===== src/design/byte_stuffed_frame_decoder_top_defines.svh =====
// Assertion macros shared by the byte-stuffed frame decoder modules.
// Each macro expects signals named clk and rst_n in the including module.
`ifndef BYTE_STUFFED_FRAME_DECODER_TOP_DEFINES_SVH
`define BYTE_STUFFED_FRAME_DECODER_TOP_DEFINES_SVH

// The consequent must hold in the same cycle as the antecedent.
`define BSFD_ASSERT_SAME(lbl, ante, cons, msg) \
  lbl: assert property (@(posedge clk) disable iff (!rst_n) (ante) |-> (cons)) \
    else $error(msg);

// The consequent must hold in the cycle after the antecedent.
`define BSFD_ASSERT_NEXT(lbl, ante, cons, msg) \
  lbl: assert property (@(posedge clk) disable iff (!rst_n) (ante) |=> (cons)) \
    else $error(msg);

`endif


===== src/design/bsfd_pkg.sv =====
// Package for the byte-stuffed frame decoder: line codes, status codes
// and the result record. No dependencies.
package bsfd_pkg;

  localparam logic [7:0] DELIM_BYTE      = 8'h7E;
  localparam logic [7:0] ESC_BYTE        = 8'h7D;
  localparam logic [7:0] ESC_XOR         = 8'h20;
  localparam logic [7:0] MAX_PAYLOAD_RST = 8'd255;
  localparam int         CountW          = 9;

  typedef enum logic [2:0] {
    STAT_NONE     = 3'd0,
    STAT_OK       = 3'd1,
    STAT_CSUM_ERR = 3'd2,
    STAT_ESC_ERR  = 3'd3,
    STAT_OVERFLOW = 3'd4
  } status_t;

  typedef struct packed {
    logic       data_valid;
    logic [7:0] data;
    status_t    status;
    logic [7:0] frame_len;
  } res_t;

endpackage


===== src/design/bsfd_core.sv =====
// Frame state registers and the per-byte unstuffing, checksum and status logic.
// Depends on bsfd_pkg and byte_stuffed_frame_decoder_top_defines.svh.
`include "byte_stuffed_frame_decoder_top_defines.svh"

module bsfd_core
  import bsfd_pkg::*;
(
  input  logic       clk,
  input  logic       rst_n,
  input  logic       step_i,
  input  logic [7:0] byte_i,
  input  logic [7:0] max_payload_i,
  output res_t       res_o
);

  logic              receiving_r, receiving_nxt;
  logic              escaping_r, escaping_nxt;
  logic              prev_delim_r, prev_delim_nxt;
  logic [CountW-1:0] count_r, count_nxt;
  logic [7:0]        sum_r, sum_nxt;
  logic [7:0]        held_r, held_nxt;

  logic              is_delim;
  logic              is_esc;
  logic              store;
  logic [7:0]        store_val;
  logic [7:0]        sum_diff;
  logic [CountW-1:0] limit;
  logic              drop;

  assign is_delim = (byte_i == DELIM_BYTE);
  assign is_esc   = (byte_i == ESC_BYTE);
  assign sum_diff = sum_r - held_r;
  assign limit    = {1'b0, max_payload_i} + CountW'(1);

  always_comb begin
    receiving_nxt  = receiving_r;
    escaping_nxt   = escaping_r;
    prev_delim_nxt = is_delim;
    count_nxt      = count_r;
    sum_nxt        = sum_r;
    held_nxt       = held_r;
    store          = 1'b0;
    store_val      = byte_i;
    drop           = 1'b0;
    res_o          = '0;

    if (receiving_r) begin
      if (is_delim) begin
        drop = 1'b1;
        if (escaping_r) begin
          res_o.status = STAT_ESC_ERR;
        end else if (count_r != '0 && sum_diff == held_r) begin
          res_o.status    = STAT_OK;
          res_o.frame_len = 8'(count_r - CountW'(1));
          // A good frame consumes its closing delimiter.
          prev_delim_nxt  = 1'b0;
        end else begin
          res_o.status = STAT_CSUM_ERR;
        end
      end else if (count_r >= limit) begin
        res_o.status = STAT_OVERFLOW;
        drop         = 1'b1;
      end else if (escaping_r) begin
        escaping_nxt = 1'b0;
        store        = 1'b1;
        store_val    = byte_i ^ ESC_XOR;
      end else if (is_esc) begin
        escaping_nxt = 1'b1;
      end else begin
        store = 1'b1;
      end
    end else if (prev_delim_r && !is_delim) begin
      receiving_nxt = 1'b1;
      if (is_esc) begin
        escaping_nxt = 1'b1;
      end else begin
        store = 1'b1;
      end
    end

    // The held byte goes out only once a newer byte replaces it.
    if (store) begin
      if (count_r != '0) begin
        res_o.data_valid = 1'b1;
        res_o.data       = held_r;
      end
      held_nxt  = store_val;
      sum_nxt   = sum_r + store_val;
      count_nxt = count_r + CountW'(1);
    end

    if (drop) begin
      receiving_nxt = 1'b0;
      escaping_nxt  = 1'b0;
      count_nxt     = '0;
      sum_nxt       = '0;
    end
  end

  always_ff @(posedge clk) begin
    if (!rst_n) begin
      receiving_r  <= 1'b0;
      escaping_r   <= 1'b0;
      prev_delim_r <= 1'b0;
      count_r      <= '0;
      sum_r        <= '0;
    end else if (step_i) begin
      receiving_r  <= receiving_nxt;
      escaping_r   <= escaping_nxt;
      prev_delim_r <= prev_delim_nxt;
      count_r      <= count_nxt;
      sum_r        <= sum_nxt;
    end
  end

  always_ff @(posedge clk) begin
    if (step_i) begin
      held_r <= held_nxt;
    end
  end

  `BSFD_ASSERT_SAME(a_esc_in_frame, escaping_r, receiving_r, "escape pending outside a frame")
  `BSFD_ASSERT_SAME(a_count_in_frame, count_r != '0, receiving_r, "stored bytes outside a frame")
  `BSFD_ASSERT_SAME(a_count_bound, 1'b1, count_r <= CountW'(256), "stored count past its bound")

endmodule


===== src/design/byte_stuffed_frame_decoder_top.sv =====
// Byte-stuffed frame decoder top level: input register, decode core, result register.
// Depends on bsfd_pkg, bsfd_core and byte_stuffed_frame_decoder_top_defines.svh.
// The input register loads on an input transfer, the result register loads from the core
// once it frees up, and the result then transfers out; one result per input byte.
// Throughput: one byte per cycle while out_stall does not hold the result register.
// Reset (rst_n low, synchronous) empties both registers, clears frame state, max_payload 255.
`include "byte_stuffed_frame_decoder_top_defines.svh"

module byte_stuffed_frame_decoder_top
  import bsfd_pkg::*;
(
  input  logic       clk,
  input  logic       rst_n,
  input  logic       in_valid,
  output logic       in_stall,
  input  logic [7:0] in_byte,
  output logic       out_result_valid,
  input  logic       out_stall,
  output logic       out_valid,
  output logic [7:0] out_byte,
  output logic [2:0] out_status,
  output logic [7:0] out_frame_len,
  input  logic       cfg_valid,
  output logic       cfg_ready,
  input  logic [7:0] cfg_max_payload
);

  logic       s1_valid_r, s1_valid_nxt;
  logic [7:0] s1_byte_r;
  logic       out_vld_r;
  res_t       out_res_r;
  res_t       core_res;
  logic [7:0] max_payload_r;
  logic       adv;
  logic       in_xfer;
  logic       step;

  // The result register frees up whenever it is empty or its transfer completes.
  assign adv      = !out_vld_r || !out_stall;
  assign in_stall = s1_valid_r && !adv;
  assign in_xfer  = in_valid && !in_stall;
  assign step     = s1_valid_r && adv;

  assign cfg_ready = 1'b1;

  always_comb begin
    s1_valid_nxt = s1_valid_r;
    if (in_xfer) begin
      s1_valid_nxt = 1'b1;
    end else if (adv) begin
      s1_valid_nxt = 1'b0;
    end
  end

  always_ff @(posedge clk) begin
    if (!rst_n) begin
      s1_valid_r    <= 1'b0;
      out_vld_r     <= 1'b0;
      max_payload_r <= MAX_PAYLOAD_RST;
    end else begin
      s1_valid_r <= s1_valid_nxt;
      if (adv) begin
        out_vld_r <= s1_valid_r;
      end
      if (cfg_valid && cfg_ready) begin
        max_payload_r <= cfg_max_payload;
      end
    end
  end

  always_ff @(posedge clk) begin
    if (in_xfer) begin
      s1_byte_r <= in_byte;
    end
    if (step) begin
      out_res_r <= core_res;
    end
  end

  bsfd_core u_core (
    .clk           (clk),
    .rst_n         (rst_n),
    .step_i        (step),
    .byte_i        (s1_byte_r),
    .max_payload_i (max_payload_r),
    .res_o         (core_res)
  );

  assign out_result_valid = out_vld_r;
  assign out_valid        = out_res_r.data_valid;
  assign out_byte         = out_res_r.data;
  assign out_status       = out_res_r.status;
  assign out_frame_len    = out_res_r.frame_len;

  `BSFD_ASSERT_NEXT(a_step_fills_out, step, out_vld_r, "result register not loaded")
  `BSFD_ASSERT_SAME(a_data_nostat, out_vld_r && out_valid, out_status == STAT_NONE, "stray status")
  `BSFD_ASSERT_SAME(a_ok_no_data, out_vld_r && out_status == STAT_OK, !out_valid, "stray byte")

endmodule

===== config.mk =====
export PLATFORM = sky130hd
export DESIGN_NAME = byte_stuffed_frame_decoder_top
export DESIGN_NICKNAME = d
export VERILOG_FILES = /design/src/design/bsfd_pkg.sv /design/src/design/bsfd_core.sv /design/src/design/byte_stuffed_frame_decoder_top.sv
export VERILOG_INCLUDE_DIRS = /design/src /design/src/design
export SDC_FILE = /design/constraint.sdc
export NUM_CORES = 1
export LEC_CHECK = 0
export ABC_AREA = 1
export BUFFER_PORTS_ARGS = -buffer_cell sky130_fd_sc_hd__buf_4
export CORE_ASPECT_RATIO = 1.5
export CORE_MARGIN = 2
export CORE_UTILIZATION = 59
export CTS_BUF_LIST = sky130_fd_sc_hd__clkbuf_16
export DETAILED_ROUTE_END_ITERATION = 10
export PLACE_DENSITY = 0.84
export SLEW_MARGIN = 30
export SYNTH_ARGS = -nofsm -noshare
export SYNTH_HDL_FRONTEND = slang
export SYNTH_SLANG_ARGS = --single-unit

===== constraint.sdc =====
create_clock -name clk -period 3.31 [get_ports clk]
set_input_delay 0.4965 -clock clk [delete_from_list [all_inputs] [get_ports clk]]
set_output_delay 0.4965 -clock clk [all_outputs]
set_load 0.01 [all_outputs]

==> results_dict.tcl, run 1 <==
set metrics [dict create \
    met1_usage 0.277 \
    min_path_type "input pin to flip-flop" \
    drc 0 \
    drive_gt1_frac 0.212 \
    critPathCaptureType "flip-flop" \
    dieArea_sq_mm 0.00735 \
    slew_violations 0 \
    clock_path_buffers 2 \
    ant_nets 0 \
    rsz0062_at_grt "yes" \
    die_x_um 70.7 \
    hold_slack_ns 0.336 \
    clk_transition_reported_paths_ns 0.05 \
    ys_seq_elements 66 \
    cp.required_ns 3.56 \
    skew_ns 0.00852 \
    dp_hpwl_um 6120 \
    grt_antenna_before_repair 0 \
    mostFrequentLayoutCells "nand2_1, inv_1, buf_4" \
    tightest_slew_ns 0.605 \
    grt_use_met3 0.0552 \
    cts_tree "yes" \
    synth_edf_count 36 \
    firstDrtPassIters 6 \
    cp-start-kind "flip-flop" \
    drt-vias-per-instance 5.57 \
    synthArstFlopShare 0 \
    critical_path.startpoint "max_payload_r[0]" \
    drt_iter0_markers 278 \
    core-area_sq_mm 0.00649 \
    final_common_cell "nand2_1" \
    tns_ns 0 \
    cts.root.buffer_cell "clkbuf_16" \
    preCtsSetupSlack_ns 0.0348 \
    fin_crit_ns 3.25 \
    final-setup-viol-count 0 \
    insertion_delay_ns 0.34 \
    clock_sinks 66 \
    timing.fmax_ghz 0.308 \
    syn_area_per_cell_sq_um 8.46 \
    cp_slowest_stage_delay_ns 0.38 \
    synth_top_flop_cell "edfxtp_1" \
    powerDensity_mw_per_mm2 424 \
    grt_pass1_vias 3219 \
    start_util 0.606 \
    ys_seq_area_frac 0.428 \
    row_count 36 \
    cap_violations 0 \
    postRouteWirelength_um 8610 \
    grt_overflow 0 \
    r2r-start "max_payload_r[0]" \
    critPathKind "flip-flop to flip-flop" \
    grt_pass1_wl_um 14000 \
    grt_use_total 0.240 \
    synth_cell_types 42 \
    fin_nets 564 \
    holdCritStartpoint "in_byte[0]" \
    fin_ws_ns 0.0614 \
    crit_fanout 6 \
    ir_drop_mv 0.329 \
    place_congestion 0.960 \
    hold_violations 0 \
    syn_area_sq_mm 0.00393 \
    syn2layout_area_growth_pct 19.2 \
    critical_path_arrival_ns 3.50 \
    vias 3319 \
    p_leak_nw 2.17 \
    grt_max_degree 37 \
    die_y_um 104 \
    fin_crit_sh 0.981 \
    syn_nets 514 \
    ys_warn_count 0 \
    synth_cells 465 \
    wl_per_cell_um 14.4 \
    fin_total_pwr_mw 1.99 \
    status "finished, final reports clean" \
    ctsHtreeMaxLevel 3 \
    top_usage_layer "met2" \
    crit_top_cell "nand2_1" \
    gr-usage-met2 0.416 \
    critPathSlowestCell "dfxtp_4" \
    io_pins 44 \
    io_buffer_count 42 \
    path_cells "ha_4 -> nand3_2 -> nor2_2 -> buf_4 -> nand4_1 -> ha_1 -> nand2_1 -> inv_1 -> nand2_1 -> nand2_1 -> nor2_4 -> nand2_2 -> o21ai_1 -> nand3b_1 -> ha_4 -> nand2_2 -> inv_2 -> nand4_1 -> nand3_1 -> xor2_1 -> nand3_1 -> a21oi_1" \
    n_antenna_cell 0 \
    slew_headroom 0.594 \
    numCtsBuffers 9 \
]
-- area by class of cell --
type	count	area (sq um)
inverter	56	210
clock inverter	7	30.0
fill	502	1800
clock buffer	9	225
timing repair buffer	48	360
sequential	66	1690
multi-input combinational	334	2080
tap	76	95.1
-- final timing paths --
path / endpoint / slack [ns] / depth (start not counted)
worst min-delay path: s1_byte_r[0] / 0.34 / 1
worst max-delay path: u_core.sum_r[6] / 0.06 / 22
worst max register to register: u_core.sum_r[6] / 0.06 / 22
worst min register to register: out_result_valid / 0.47 / 2
-- report_power, final --
group,switching [mW],leakage (nW),internal [mW]
sequential,0.0257,0.590,0.895
clock,0.334,0.136,0.491
combinational,0.140,1.45,0.103
total,0.499,2.17,1.49
-- synthesized netlist by cell type (3+ instances only) --
library cell  number  area, sq um
inv_2              5         18.8
clkbuf_1           4         15.0
nand2_1           92          345
xnor2_1            7         61.3
nand3b_1           6         45.0
nand4_1            7         43.8
o21ai_0            4         20.0
ha_1              26          325
inv_1             48          180
nand2_2            4         25.0
nor2_2            11         68.8
nand3_1           49          245
a21oi_1           32          160
clkinv_1           3         11.3
dfxtp_1           30          601
edfxtp_1          36         1080
nor2_1            43          161
nor3_1             4         20.0
buf_2              3         15.0
xor2_1            23          201
-- kinds of logic (layout without fill, tap and decap cells) --
| group | count (synthesis) | after routing | share of synthesized area |
|---|---|---|---|
| DFF | 66 | 66 | 0.428 |
| adders and majority gates | 28 | 28 | 0.0929 |
| other | 1 | 1 | 0.000954 |
| and+or+nand+nor | 230 | 230 | 0.284 |
| buffers and inverters | 65 | 120 | 0.0659 |
| xor gates and xnor gates | 30 | 30 | 0.0668 |
| AOI/OAI and AO/OA | 45 | 45 | 0.0620 |
-- worst max-delay path, delay by kind of cell (launching register included) --
family | cells | cell delay [ns]
xor+xnor | 1 | 0.17
fa+ha+maj | 3 | 0.83
simple gates | 13 | 1.27
flops | 1 | 0.38
buf+inv | 3 | 0.23
compound gates | 2 | 0.28
-- registers in the layout, indices dropped and copies added, names as in the netlist --
signal / cells
s1_valid_r: 1
max_payload_r: 8
out_valid: 1
u_core.sum_r: 8
u_core.receiving_r: 1
s1_byte_r: 8
u_core.count_r: 9
u_core.held_r: 8
u_core.prev_delim_r: 1
out_status: 3
out_byte: 8
out_frame_len: 8
out_result_valid: 1
u_core.escaping_r: 1
-- layer usage --
metal	routed length [um]	part of all wire
met1	3320	0.39
met2	4580	0.53
met3	481	0.056
met4	228	0.026
met5	0	0
-- stage by stage --
step	util	instances	instance area (sq um)
after global routing	0.723	596	4690
final	0.723	596	4690
after detailed placement	0.663	575	4300
after global placement	0.663	575	4300
after floorplan	-	465	3930
after CTS	0.703	591	4560
-- repair_timing --
action	4_1_cts	5_1_grt
buffers inserted	0	5
pin swaps	0	16
resized for setup	1	24
hold buffers	0	0
setup endpoints to repair	1	3
Power figures use the tool's default switching activity.
==> inputs of run 2 (changes only) <==
==> constraint.sdc (replaced) <==
create_clock -name clk -period 3.45 [get_ports clk]
set_input_delay 0.5175 -clock clk [delete_from_list [all_inputs] [get_ports clk]]
set_output_delay 0.5175 -clock clk [all_outputs]
set_load 0.01 [all_outputs]
==> results_dict.tcl, run 2 (same netlist as run 1, synthesis figures left out) <==
set metrics [dict create \
    drc 0 \
    clock_path_buffers 2 \
    fin_nets 560 \
    powerDensity_mw_per_mm2 410 \
    fin_crit_sh 0.914 \
    grt_overflow 0 \
    postCtsHoldBufs 0 \
    io_buffer_count 42 \
    vias 3248 \
    grt_use_total 0.240 \
    core-area_sq_mm 0.00649 \
    critPathKind "flip-flop to flip-flop" \
    drive_gt1_frac 0.188 \
    start_util 0.606 \
    crit_fanout 6 \
    n_antenna_cell 0 \
    hold_violations 0 \
    wl_per_cell_um 14.0 \
    p_leak_nw 2.15 \
    grt_pass1_wl_um 13800 \
    tightest_slew_ns 0.585 \
    clock_sinks 66 \
    insertion_delay_ns 0.34 \
    worstRegToRegCells 22 \
    fin_ws_ns 0.297 \
    clk_transition_reported_paths_ns 0.05 \
    die_y_um 104 \
    fin_crit_ns 3.15 \
    preCtsSetupSlack_ns 0.178 \
    final-setup-viol-count 0 \
    skew_ns 0.00671 \
    cp-start-kind "flip-flop" \
    ir_drop_mv 0.379 \
    slew_violations 0 \
    grt_max_degree 37 \
    firstDrtPassIters 4 \
    slew_headroom 0.608 \
    dpl_cell_area_sq_mm 0.00430 \
    dieArea_sq_mm 0.00735 \
    die_x_um 70.7 \
    dp_hpwl_um 6180 \
    numCtsBuffers 9 \
    crit_top_cell "nand2_1" \
    critical_path_arrival_ns 3.40 \
    drt_iter0_markers 275 \
    critPathSlowestCell "dfxtp_2" \
    postRouteWirelength_um 8270 \
    row_count 36 \
    drt-vias-per-instance 5.49 \
    cts_tree "yes" \
    io_pins 44 \
    grt_antenna_before_repair 0 \
    grt_pass1_vias 3131 \
    ant_nets 0 \
    largest_reg_flops 9 \
    status "finished, final reports clean" \
    whs_path_depth 1 \
    mostFrequentLayoutCells "nand2_1, inv_1, nand3_1" \
    cts.root.buffer_cell "clkbuf_16" \
    regMostFlops "u_core.count_r" \
    timing.fmax_ghz 0.317 \
    tns_ns 0 \
    cap_violations 0 \
    min_path_type "input pin to flip-flop" \
    critPathCaptureType "flip-flop" \
    ctsHtreeMaxLevel 3 \
    final_common_cell "nand2_1" \
    final_area_sq_mm 0.00461 \
    path_cells "nand3_1 -> nand3b_1 -> nor2_1 -> xor2_1 -> inv_1 -> ha_1 -> nand2_1 -> inv_1 -> nand2_1 -> nand2_1 -> nor2_4 -> nand2_2 -> o21ai_1 -> nand3b_1 -> ha_4 -> nand2_1 -> inv_1 -> nand4_1 -> nand3_1 -> xor2_1 -> nand3_1 -> a21oi_1" \
    place_congestion 0.960 \
    cp.required_ns 3.70 \
    cp_slowest_stage_delay_ns 0.36 \
    syn2layout_area_growth_pct 17.2 \
    fillers 507 \
]
## run 2: report_power, final
part	switching [mW]	internal [mW]
Combinational	0.127	0.0919
Sequential	0.0227	0.859
Clock	0.319	0.471
Total	0.468	1.42
## run 2: cell type report
| type | count | area, sq um | area share |
|---|---|---|---|
| Multi-Input combinational cell | 334 | 2030 | 0.441 |
| Tap cell | 76 | 95.1 | 0.0206 |
| Clock buffer | 9 | 225 | 0.0489 |
| Clock inverter | 7 | 30.0 | 0.00652 |
| Timing Repair Buffer | 44 | 330 | 0.0717 |
| Sequential cell | 66 | 1690 | 0.366 |
| Inverter | 56 | 210 | 0.0456 |
## run 2: path summary, 6_finish.rpt
path,from,to,slack (ns)
max,max_payload_r[2],u_core.sum_r[6],0.30
min,in_byte[4],s1_byte_r[4],0.36
max reg2reg,max_payload_r[2],u_core.sum_r[6],0.30
min reg2reg,s1_valid_r,out_result_valid,0.48
## run 2: per-stage QoR
stage / power, mW / instances / hold WS (ns) / util
after floorplan: 1.04 / 465 / 0.451 / -
after global placement: 1.10 / 575 / 0.462 / 0.663
after detailed placement: 1.11 / 575 / 0.472 / 0.663
after CTS: 1.89 / 591 / 0.349 / 0.703
after global routing: 1.96 / 592 / 0.353 / 0.710
final: 1.89 / 592 / 0.356 / 0.710
## run 2: per-layer routing
metal	up-vias	track usage	share of wire	wire length (um)
met4	0	0.128	0.036	301
met1	1457	0.273	0.38	3140
met2	128	0.410	0.52	4320
met5	-	0	0	0
met3	31	0.0562	0.061	507
li1	1632	-	-	-
## run 2: repair_timing
| action | 4_1_cts | 5_1_grt |
|---|---|---|
| gates resized for setup | 0 | 12 |
| buffers inserted | 0 | 1 |
| setup endpoints to repair | 0 | 3 |
## run 2: critical path, delay by kind of cell (launching register included)
family / cells / cell delay, ns
AO/OA/AOI/OAI: 2 / 0.28
XOR/XNOR: 2 / 0.32
adder cells (fa/ha/maj): 2 / 0.61
buffers and inverters: 3 / 0.16
flip-flops: 1 / 0.36
AND/OR/NAND/NOR: 13 / 1.33
==> inputs of run 3 (changes only) <==
--- a/config.mk
+++ b/config.mk
@@ -8,6 +8,7 @@
 export LEC_CHECK = 0
 export ABC_AREA = 1
 export BUFFER_PORTS_ARGS = -buffer_cell sky130_fd_sc_hd__buf_4
+export CAP_MARGIN = 20
 export CORE_ASPECT_RATIO = 1.5
 export CORE_MARGIN = 2
 export CORE_UTILIZATION = 59
@@ -17,4 +18,5 @@
 export SLEW_MARGIN = 30
 export SYNTH_ARGS = -nofsm -noshare
 export SYNTH_HDL_FRONTEND = slang
+export SYNTH_HIERARCHICAL = 1
 export SYNTH_SLANG_ARGS = --single-unit
==> constraint.sdc (replaced) <==
create_clock -name clk -period 3.28 [get_ports clk]
set_input_delay 0.492 -clock clk [delete_from_list [all_inputs] [get_ports clk]]
set_output_delay 0.492 -clock clk [all_outputs]
set_load 0.01 [all_outputs]
==> results_dict.tcl, run 3 <==
set metrics [dict create \
    final_area_sq_mm 0.00507 \
    netlist.top_cell.by_area "edfxtp_1" \
    clock_sinks 66 \
    r2r-start "max_payload_r[0]" \
    largest_reg_flops 9 \
    numCtsBuffers 9 \
    grt_antenna_before_repair 0 \
    drc 0 \
    insertion_delay_ns 0.33 \
    n_antenna_cell 0 \
    timing.fmax_ghz 0.307 \
    crit_family "simple AND/OR/NAND/NOR gates" \
    ys_seq_area_frac 0.406 \
    die_x_um 72.4 \
    skew_ns 0.00441 \
    path_cells "ha_4 -> nand2_2 -> nor2_4 -> nand2_2 -> xor2_1 -> ha_1 -> a21o_1 -> nand2_1 -> nand2_2 -> a21oi_4 -> nand3_2 -> a21oi_2 -> o21ai_2 -> ha_4 -> nand2_4 -> or2_4 -> nand3_2 -> nand2_2 -> nand2_2 -> inv_2 -> nand2_1 -> nand3_1 -> nand2_1 -> nor2_1" \
    clock_path_buffers 2 \
    clk_transition_reported_paths_ns 0.05 \
    slew_violations 0 \
    syn_area_sq_mm 0.00415 \
    syn_area_per_cell_sq_um 8.41 \
    worstRegToRegCells 24 \
    regMostFlops "u_core/count_r" \
    status "finished, final reports clean" \
    cp_slowest_stage_delay_ns 0.37 \
    final-setup-viol-count 0 \
    mostFrequentLayoutCells "nand2_1, inv_1, buf_4" \
    cap_violations 0 \
    fillers 504 \
    r2r_slack_ns 0.03 \
    io_pins 44 \
    path_buf_inv 1 \
    synth_top_area_frac 0.261 \
    crit_top_cell "nand2_2" \
    cts_tree "yes" \
    synth_common_cells "nand2_1, inv_1, nor2_1" \
    ir_drop_mv 0.604 \
    powerDensity_mw_per_mm2 424 \
    critPathSlowestCell "dfxtp_4" \
    holdCritStartpoint "in_byte[0]" \
    synth.most_common_cell "nand2_1" \
    cp.required_ns 3.51 \
    slew_headroom 0.627 \
    core-area_sq_mm 0.00685 \
    cp-start-kind "flip-flop" \
    grt_overflow 0 \
    start_util 0.605 \
    crit_fanout 3 \
    cts.root.buffer_cell "clkbuf_16" \
    synthTopCellsByArea "edfxtp_1, dfxtp_1, nand2_1" \
    grt_pass1_vias 3398 \
    drt-vias-per-instance 5.55 \
    rsz0062_at_grt "yes" \
    die_y_um 107 \
    tightest_slew_ns 0.559 \
    dieArea_sq_mm 0.00773 \
    critical_path_arrival_ns 3.48 \
    hold_violations 0 \
    p_leak_nw 2.43 \
    synthArstFlopShare 0 \
    ys_seq_elements 66 \
    min_path_type "input pin to flip-flop" \
    drt_iter0_markers 226 \
    postRouteWirelength_um 9230 \
    dp_hpwl_um 6570 \
    holdPathEnd "s1_byte_r[0]" \
    critPathKind "flip-flop to flip-flop" \
    ys_warn_count 6 \
    synth_edf_count 36 \
    place_congestion 0.850 \
    io_buffer_count 42 \
    row_count 37 \
    syn2layout_area_growth_pct 22.3 \
    whs_path_depth 1 \
    fin_nets 604 \
    grt_max_degree 35 \
    synth_cells 493 \
    postCtsHoldBufs 0 \
    fin_crit_sh 0.992 \
    drive_gt1_frac 0.282 \
    vias 3543 \
    synth_cell_types 40 \
    fin_crit_ns 3.25 \
    synth_top_flop_cell "edfxtp_1" \
    grt_pass1_wl_um 14700 \
    fin_total_pwr_mw 2.15 \
    grt_use_total 0.246 \
    final_common_cell "nand2_1" \
    syn_nets 542 \
    r2r_end "u_core/sum_r[6]" \
    ant_nets 0 \
    wl_per_cell_um 14.5 \
    firstDrtPassIters 5 \
    critPathCaptureType "flip-flop" \
    ctsHtreeMaxLevel 3 \
    dpl_cell_area_sq_mm 0.00459 \
]
-- run 3: where the power goes --
part           internal (mW)  total (mW)  switching, mW
sequential             0.902       0.930         0.0278
combinational          0.132       0.302          0.170
clock                  0.578       0.920          0.342
total                   1.61        2.15          0.540
-- run 3: kinds of logic (layout without fill, tap and decap cells) --
kind of cell / after synthesis / in the layout / synth area share
AO/OA/AOI/OAI: 45 / 45 / 0.0706
XOR/XNOR: 28 / 28 / 0.0592
adder cells (fa/ha/maj): 28 / 28 / 0.0881
flip-flops: 66 / 66 / 0.406
buffers and inverters: 86 / 153 / 0.0918
other: 1 / 1 / 0.000905
AND/OR/NAND/NOR: 239 / 239 / 0.284
-- run 3: timing repair --
action / CTS / global route
pin swaps: 7 / 21
gates resized for setup: 11 / 30
buffers inserted: 0 / 7
endpoints found under the setup margin: 2 / 3
-- run 3: per-stage QoR --
stage | hold slack [ns] | worst slack [ns] | std cells | util | TNS, ns
floorplan | 0.450 | 0.0486 | 493 | - | 0
detailed placement | 0.477 | -0.141 | 615 | 0.670 | -0.141
CTS | 0.326 | 0.0113 | 631 | 0.716 | 0
finish | 0.334 | 0.0252 | 638 | 0.740 | 0
global route | 0.322 | -0.101 | 638 | 0.740 | -0.202
global placement | 0.475 | 0.0371 | 615 | 0.670 | 0
-- run 3: worst max path at each step --
stage                      from               to  slack (ns)  cells past startpoint
5_1_grt        max_payload_r[0]  u_core/sum_r[6]       -0.10                     24
3_3_place_gp   max_payload_r[0]  u_core/sum_r[6]        0.04                     24
6_report       max_payload_r[0]  u_core/sum_r[6]        0.03                     24
4_1_cts        max_payload_r[0]  u_core/sum_r[6]        0.01                     23
2_1_floorplan  max_payload_r[0]  u_core/sum_r[6]        0.05                     24
3_5_place_dp   max_payload_r[0]  u_core/sum_r[6]       -0.14                     24
-- run 3: cell type report --
cell class | instances | area [sq um] | area share
tap | 78 | 97.6 | 0.0192
timing repair buffer | 65 | 492 | 0.0970
multi-input combinational | 341 | 2220 | 0.438
inverter | 72 | 280 | 0.0553
clock buffer | 9 | 225 | 0.0444
clock inverter | 7 | 60.1 | 0.0118
sequential | 66 | 1690 | 0.334
-- run 3: layer usage --
metal | wire, um | up-vias | track usage
met2 | 4860 | 141 | 0.428
met4 | 299 | 0 | 0.134
li1 | - | 1739 | -
met1 | 3560 | 1633 | 0.272
met3 | 508 | 30 | 0.0573
met5 | 0 | - | 0
